--- config.mk ---
export PLATFORM = sky130hd
export DESIGN_NAME = sensor_frame_receiver
export DESIGN_NICKNAME = d
export VERILOG_FILES = /design/src/sv/sfr_pkg.sv /design/src/sv/sensor_frame_receiver.sv /design/src/sv/sfr_front.sv /design/src/sv/sfr_queue.sv /design/src/sv/sfr_back.sv
export SDC_FILE = /design/constraint.sdc
export NUM_CORES = 1
export LEC_CHECK = 0
export BUFFER_PORTS_ARGS = -buffer_cell sky130_fd_sc_hd__buf_2
export CAP_MARGIN = 20
export CORE_MARGIN = 2
export CORE_UTILIZATION = 40
export DETAILED_ROUTE_END_ITERATION = 12
export SYNTH_ARGS = -nofsm -noshare
export SYNTH_HDL_FRONTEND = slang
export SYNTH_HIERARCHICAL = 1
export SYNTH_SLANG_ARGS = --single-unit
--- constraint.sdc ---
create_clock -name i_clk -period 11.6 [get_ports i_clk]
set_input_delay 1.16 -clock i_clk [delete_from_list [all_inputs] [get_ports i_clk]]
set_output_delay 1.16 -clock i_clk [all_outputs]
set_load 0.01 [all_outputs]
--- src/sv/sfr_pkg.sv ---
package sfr_pkg;

    localparam logic [7:0] HDR_BYTE     = 8'hFF;
    localparam logic [7:0] TYPE_READING = 8'h86;
    localparam logic [7:0] TYPE_MODE    = 8'h78;
    localparam logic [7:0] MODE_OK      = 8'h01;

    // byte_position codes: 0 hunting, 1..7 body, 8 checksum
    localparam int unsigned BODY_LEN  = 7;
    localparam logic [3:0]  POS_HUNT  = 4'd0;
    localparam logic [3:0]  POS_FIRST = 4'd1;
    localparam logic [3:0]  POS_LAST  = 4'd7;
    localparam logic [3:0]  POS_CHECK = 4'd8;

    // frame queue between front and back
    localparam int unsigned QUEUE_DEPTH = 2;
    localparam int unsigned QUEUE_AW    = (QUEUE_DEPTH > 1) ? $clog2(QUEUE_DEPTH) : 1;
    localparam int unsigned QUEUE_CW    = $clog2(QUEUE_DEPTH + 1);

    typedef struct packed {
        logic       is_mode;
        logic [7:0] b2;
        logic [7:0] b3;
        logic [7:0] b4;
        logic [7:0] b5;
        logic [7:0] b6;
        logic [7:0] b7;
    } t_frame;

    typedef struct packed {
        logic   valid;
        t_frame frame;
    } t_push;

    typedef struct packed {
        logic   valid;
        t_frame frame;
    } t_head;

endpackage

--- src/sv/sensor_frame_receiver.sv ---
// Sensor frame receiver.
// Input channel: one raw serial byte per item on i_rx_byte, qualified by
// i_valid; an item is taken at a clock edge where i_valid is high and
// o_stall is low. Bytes are taken back to back, one per cycle, while o_stall is low.
// The block hunts for the 0xFF header, collects eight more bytes, checks
// the negated 8-bit checksum over bytes 1..7 and the type byte (0x86 or
// 0x78). A passing frame yields one item on the output channel; a failing
// frame is dropped and hunting restarts with the next byte.
// Output channel: o_valid with the frame fields, taken at an edge where
// o_valid is high and i_stall is low.
// Path: the edge that takes the checksum byte writes the frame into the
// queue; the back's output register loads it at an edge where that
// register is empty or not stalled, and o_valid then shows the result.
// Throughput: one byte per cycle while o_stall is low. A two-entry frame
// queue sits between front and back, so o_stall rises only once two frames
// wait behind a result the receiver keeps stalled; the output holds
// steady meanwhile. Reset (synchronous, active low) empties the queue,
// drops o_valid and returns the front to hunting.
module sensor_frame_receiver (
    input  logic        i_clk,
    input  logic        i_rst_n,
    input  logic        i_valid,
    input  logic [7:0]  i_rx_byte,
    output logic        o_stall,
    output logic        o_valid,
    input  logic        i_stall,
    output logic        o_frame_type,
    output logic [7:0]  o_payload_two,
    output logic [7:0]  o_payload_three,
    output logic [7:0]  o_payload_four,
    output logic [7:0]  o_payload_five,
    output logic [7:0]  o_payload_six,
    output logic [7:0]  o_payload_seven,
    output logic [15:0] o_concentration,
    output logic        o_mode_ack
);

    sfr_pkg::t_push w_push;
    sfr_pkg::t_head w_head;
    logic           w_q_full;
    logic           w_pop;

    // front: hunt, collect, verify; push passing frames
    sfr_front u_front (
        .i_clk     (i_clk),
        .i_rst_n   (i_rst_n),
        .i_valid   (i_valid),
        .i_rx_byte (i_rx_byte),
        .i_q_full  (w_q_full),
        .o_stall   (o_stall),
        .o_push    (w_push)
    );

    // queue: decouple front from a stalled receiver
    sfr_queue u_queue (
        .i_clk   (i_clk),
        .i_rst_n (i_rst_n),
        .i_push  (w_push),
        .i_pop   (w_pop),
        .o_full  (w_q_full),
        .o_head  (w_head)
    );

    // back: format fields and hold the output register
    sfr_back u_back (
        .i_clk           (i_clk),
        .i_rst_n         (i_rst_n),
        .i_head          (w_head),
        .i_stall         (i_stall),
        .o_pop           (w_pop),
        .o_valid         (o_valid),
        .o_frame_type    (o_frame_type),
        .o_payload_two   (o_payload_two),
        .o_payload_three (o_payload_three),
        .o_payload_four  (o_payload_four),
        .o_payload_five  (o_payload_five),
        .o_payload_six   (o_payload_six),
        .o_payload_seven (o_payload_seven),
        .o_concentration (o_concentration),
        .o_mode_ack      (o_mode_ack)
    );

endmodule

--- src/sv/sfr_front.sv ---
module sfr_front (
    input  logic           i_clk,
    input  logic           i_rst_n,
    input  logic           i_valid,
    input  logic [7:0]     i_rx_byte,
    input  logic           i_q_full,
    output logic           o_stall,
    output sfr_pkg::t_push o_push
);

    logic [3:0] r_pos;
    logic [3:0] n_pos;
    logic [7:0] r_sum;
    logic [7:0] n_sum;
    logic [7:0] r_held [sfr_pkg::BODY_LEN];
    logic       w_accept;
    logic [7:0] w_expect;
    logic       w_kind_ok;

    assign o_stall  = i_q_full;
    assign w_accept = i_valid && !i_q_full;
    assign w_expect = 8'(8'd0 - r_sum);
    assign w_kind_ok = (r_held[0] == sfr_pkg::TYPE_READING) ||
                       (r_held[0] == sfr_pkg::TYPE_MODE);

    always_comb begin
        n_pos = r_pos;
        n_sum = r_sum;
        o_push.valid         = 1'b0;
        o_push.frame.is_mode = (r_held[0] == sfr_pkg::TYPE_MODE);
        o_push.frame.b2      = r_held[1];
        o_push.frame.b3      = r_held[2];
        o_push.frame.b4      = r_held[3];
        o_push.frame.b5      = r_held[4];
        o_push.frame.b6      = r_held[5];
        o_push.frame.b7      = r_held[6];
        if (w_accept) begin
            if (r_pos inside {[sfr_pkg::POS_FIRST:sfr_pkg::POS_LAST]}) begin
                n_sum = 8'(r_sum + i_rx_byte);
                n_pos = 4'(r_pos + 4'd1);
            end else if (r_pos == sfr_pkg::POS_CHECK) begin
                // close the frame; push only if checksum and type both pass
                n_pos = sfr_pkg::POS_HUNT;
                n_sum = 8'd0;
                o_push.valid = (i_rx_byte == w_expect) && w_kind_ok;
            end else if (i_rx_byte == sfr_pkg::HDR_BYTE) begin
                n_pos = sfr_pkg::POS_FIRST;
                n_sum = 8'd0;
            end else begin
                n_pos = sfr_pkg::POS_HUNT;
            end
        end
    end

    always_ff @(posedge i_clk) begin
        if (!i_rst_n) begin
            r_pos <= sfr_pkg::POS_HUNT;
            r_sum <= 8'd0;
        end else begin
            r_pos <= n_pos;
            r_sum <= n_sum;
        end
    end

    // capture body bytes at their slot
    always_ff @(posedge i_clk) begin
        for (int k = 0; k < sfr_pkg::BODY_LEN; k++) begin
            if (w_accept && (r_pos == 4'(sfr_pkg::POS_FIRST + 4'(k)))) begin
                r_held[k] <= i_rx_byte;
            end
        end
    end

endmodule

--- src/sv/sfr_queue.sv ---
module sfr_queue (
    input  logic           i_clk,
    input  logic           i_rst_n,
    input  sfr_pkg::t_push i_push,
    input  logic           i_pop,
    output logic           o_full,
    output sfr_pkg::t_head o_head
);

    sfr_pkg::t_frame               r_data [sfr_pkg::QUEUE_DEPTH];
    logic [sfr_pkg::QUEUE_AW-1:0]  r_wr;
    logic [sfr_pkg::QUEUE_AW-1:0]  r_rd;
    logic [sfr_pkg::QUEUE_CW-1:0]  r_count;
    logic                          w_push;
    logic                          w_pop;

    assign o_full       = (r_count == sfr_pkg::QUEUE_CW'(sfr_pkg::QUEUE_DEPTH));
    assign w_push       = i_push.valid && !o_full;
    assign w_pop        = i_pop && (r_count != '0);
    assign o_head.valid = (r_count != '0);
    assign o_head.frame = r_data[r_rd];

    always_ff @(posedge i_clk) begin
        if (!i_rst_n) begin
            r_wr    <= '0;
            r_rd    <= '0;
            r_count <= '0;
        end else begin
            if (w_push) begin
                r_wr <= (r_wr == sfr_pkg::QUEUE_AW'(sfr_pkg::QUEUE_DEPTH - 1)) ?
                        '0 : sfr_pkg::QUEUE_AW'(r_wr + 1'b1);
            end
            if (w_pop) begin
                r_rd <= (r_rd == sfr_pkg::QUEUE_AW'(sfr_pkg::QUEUE_DEPTH - 1)) ?
                        '0 : sfr_pkg::QUEUE_AW'(r_rd + 1'b1);
            end
            if (w_push && !w_pop) begin
                r_count <= sfr_pkg::QUEUE_CW'(r_count + 1'b1);
            end else if (w_pop && !w_push) begin
                r_count <= sfr_pkg::QUEUE_CW'(r_count - 1'b1);
            end
        end
    end

    always_ff @(posedge i_clk) begin
        if (w_push) begin
            r_data[r_wr] <= i_push.frame;
        end
    end

endmodule

--- src/sv/sfr_back.sv ---
module sfr_back (
    input  logic           i_clk,
    input  logic           i_rst_n,
    input  sfr_pkg::t_head i_head,
    input  logic           i_stall,
    output logic           o_pop,
    output logic           o_valid,
    output logic           o_frame_type,
    output logic [7:0]     o_payload_two,
    output logic [7:0]     o_payload_three,
    output logic [7:0]     o_payload_four,
    output logic [7:0]     o_payload_five,
    output logic [7:0]     o_payload_six,
    output logic [7:0]     o_payload_seven,
    output logic [15:0]    o_concentration,
    output logic           o_mode_ack
);

    logic r_valid;
    logic w_load;

    assign w_load  = i_head.valid && (!r_valid || !i_stall);
    assign o_pop   = w_load;
    assign o_valid = r_valid;

    always_ff @(posedge i_clk) begin
        if (!i_rst_n) begin
            r_valid <= 1'b0;
        end else if (w_load) begin
            r_valid <= 1'b1;
        end else if (!i_stall) begin
            r_valid <= 1'b0;
        end
    end

    // format the result on load; hold while stalled
    always_ff @(posedge i_clk) begin
        if (w_load) begin
            o_frame_type    <= i_head.frame.is_mode;
            o_payload_two   <= i_head.frame.b2;
            o_payload_three <= i_head.frame.b3;
            o_payload_four  <= i_head.frame.b4;
            o_payload_five  <= i_head.frame.b5;
            o_payload_six   <= i_head.frame.b6;
            o_payload_seven <= i_head.frame.b7;
            o_concentration <= {i_head.frame.b2, i_head.frame.b3};
            o_mode_ack      <= i_head.frame.is_mode && (i_head.frame.b2 == sfr_pkg::MODE_OK);
        end
    end

endmodule

==> results.toml <==
[status]
status = "completed"

[setup_path]
r2r_start = "u_front/r_sum[1]"
required_ps = 11720
cp_max_fo = 50
cp_slowest_cell = "buf_4"
slowest_delay_ps = 560
critical_path_class = "in2reg"
critPathLaunch = "i_rx_byte[7]"
crit_path_cell_trace = "buf_2 > xnor2_1 > nand4b_1 > o21ai_1 > a32o_1 > o2111a_1 > inv_1 > nor3_4 > buf_4"
arrival_ps = 3290
worst_setup_path_end_kind = "flip-flop"
cp-start-kind = "primary input"

[yosys]
avgSynthCellArea_um2 = 18.3
ys_seq_area_share_pct = 77.5
synth_top_area_share_pct = 73.2
ys_warn_count = 6
ys_async_sr_fraction_pct = 0
syn_area_um2 = 8370
synth_ff_type = "edfxtp_1"
synth-seq-cells = 222
synth_edf_count = 204
synthCells = 457
synth_top_cell_by_area = "edfxtp_1"
ys_types = 58
syn_nets = 484
synth_area_leaders = "edfxtp_1 (73%), mux2_2 (5.2%), dfxtp_1 (4.3%)"

[timing]
period_minus_slack_ps = 3170
tightestPinTransition_ps = 1100
slew_violations = 0
finalSetupViolCount = 0
clock_skew_ps = 8.07
max_freq_ghz = 0.315
final.period_utilization_pct = 27.3
whs_ps = 444
hold_violations = 0
tns_ps = 0
relSlewSlack_pct = 26.8
rsz0062_at_grt = "no"

[drt]
drt-pass1-iter-count = 4
drcViolationCount = 0
via_per_inst = 4.94
drt_iter0_drc = 326
wirelength_um = 14500
vias = 4069
ant_nets = 0
wl_per_cell_um = 17.6

[final_layout]
antenna_cells = 0
final_cell_mix = "edfxtp_1 (204), buf_2 (79), mux2_2 (39), clkbuf_16 (23), dfxtp_1 (17)"
final_common_cell = "edfxtp_1"
areaGrowthSynthToFinish_pct = 16.8
fin_util_pct = 48.0
drive_above_1_share_pct = 31.0
fin_nets = 568

[floorplanning]
num_io_pins = 80
initial_core_util_pct = 41.1
die-area_um2 = 22100
die_h_um = 149
row_count = 52
die_w_um = 149
core-area_um2 = 20400

[grt]
grtUsageTotal_pct = 12.9
antenna_found_initial = 0
gr-max-usage-layer = "met2"
met2_usage_pct = 22.5
overflow = 0
grt_use_met1_pct = 16.6
met3_usage_pct = 1.99
grt_pass1_wl_um = 22100
grt_max_degree = 51
grt_pass1_vias = 4069

[clock_network]
cts_resized = 0
clock_latency_ps = 490
cts_sinks = 222
cts_buffers = 23
cts_root_buf = "clkbuf_16"
path_clk_slew_ps = 60
clockBufferDepth = 3
post-cts-setup-buffer-count = 0
h-tree-depth = 1
cts_tree = "yes"
postCtsHoldBufs = 0

[power_and_ir_drop]
p_sw_share_pct = 19.0
p_clk_share_pct = 44.9
p_int_uw = 1360
vdd_drop_max_v = 0.0000808
combPwrFrac_pct = 3.3
seqPwrFrac_pct = 51.9
powerDensity_nw_per_um2 = 172
switching_power_uw = 320
p_leak_uw = 0.00332

[worst_hold_path]
min_path_type = "reg2reg"
min_from = "u_front/r_held[2][7]"

[placed_design]
place_congestion = 0.784
io_buffers = 79
post-dp-hpwl_um = 8700

[flow_run]
max-cap-violations = 0
-- power by group through the flow --
stage | Combinational, uW | Sequential [uW] | Clock, uW
final | 54.7 | 873 | 755
after detailed placement | 54.1 | 889 | 0
after CTS | 54.4 | 872 | 776
after global placement | 51.7 | 889 | 0
after global routing | 60.7 | 873 | 800
after floorplan | 37.2 | 888 | 0
-- state kept, by name (all words and copies together) (netlist names), 2 cells and up, named ones only --
name / flops
u_back/o_payload_six: 8
u_queue/r_data: 98
u_queue/r_count: 2
u_front/r_pos: 4
u_front/r_sum: 8
u_back/o_payload_five: 8
u_back/o_payload_four: 8
u_back/o_payload_seven: 8
u_back/o_payload_three: 7
u_back/o_payload_two: 8
u_front/r_held: 56
-- path summary, 6_finish.rpt --
path,cells after the start,slack [ps],to
setup reg to reg,10,8690,u_queue/r_data[0][19]
setup / recovery,9,8430,u_queue/r_data[0][19]
hold / removal,0,440,u_queue/r_data[0][39]
hold reg to reg,0,440,u_queue/r_data[0][39]
-- worst max-delay path: cells and delay by family --
family	cells	cell delay (ps)
simple gates	2	300
compound gates	3	480
xor+xnor	1	440
buf+inv	3	850
-- stage by stage --
stage | setup slack, ps | total power, uW | std cells | area (um^2)
CTS | 8450 | 1700 | 824 | 9770
floorplan | 5140 | 925 | 457 | 8370
finish | 8430 | 1680 | 824 | 9770
global route | 8240 | 1730 | 824 | 9770
global placement | 7940 | 941 | 786 | 8990
detailed placement | 7930 | 944 | 786 | 8990
-- kinds of logic after synthesis --
logic type / synth area share, %
AOI/OAI and AO/OA: 3.80
xor gates and xnor gates: 1.88
adders and majority gates: 2.33
buffers and inverters: 2.35
DFF: 77.5
muxes: 6.59
and+or+nand+nor: 5.55
-- synthesized netlist by cell type (all sizes together) (2+ instances only) --
master  instances
edfxtp        204
a21o            2
inv             7
a21oi          14
xnor2          12
nand3           9
a211oi          3
and2           10
nand3b          2
nand4b          3
xor2            6
a32o            2
nor3            7
nor4            2
mux2           49
dfxtp          18
a21boi          3
nand2b          6
nand4           2
ha             14
o21bai          2
nor2            9
buf            23
o21ai          13
nand2          11
nor4b           3
-- per-layer routing --
| metal | vias to the layer above | share of wire (%) |
|---|---|---|
| met5 | - | 0 |
| met1 | 2033 | 43 |
| met3 | 22 | 4.7 |
| met4 | 0 | 1.9 |
| met2 | 99 | 51 |
| li1 | 1915 | - |
-- area by class of cell --
type                            count  area [um^2]
Sequential cell                   222         6490
Inverter                            7         26.3
Clock buffer                       24          579
Clock inverter                     14          206
Tap cell                          270          338
Multi-Input combinational cell    204         1710
Fill cell                        1688        10600
Timing Repair Buffer               83          425
Note: power is estimated with default switching activity, not from simulation.
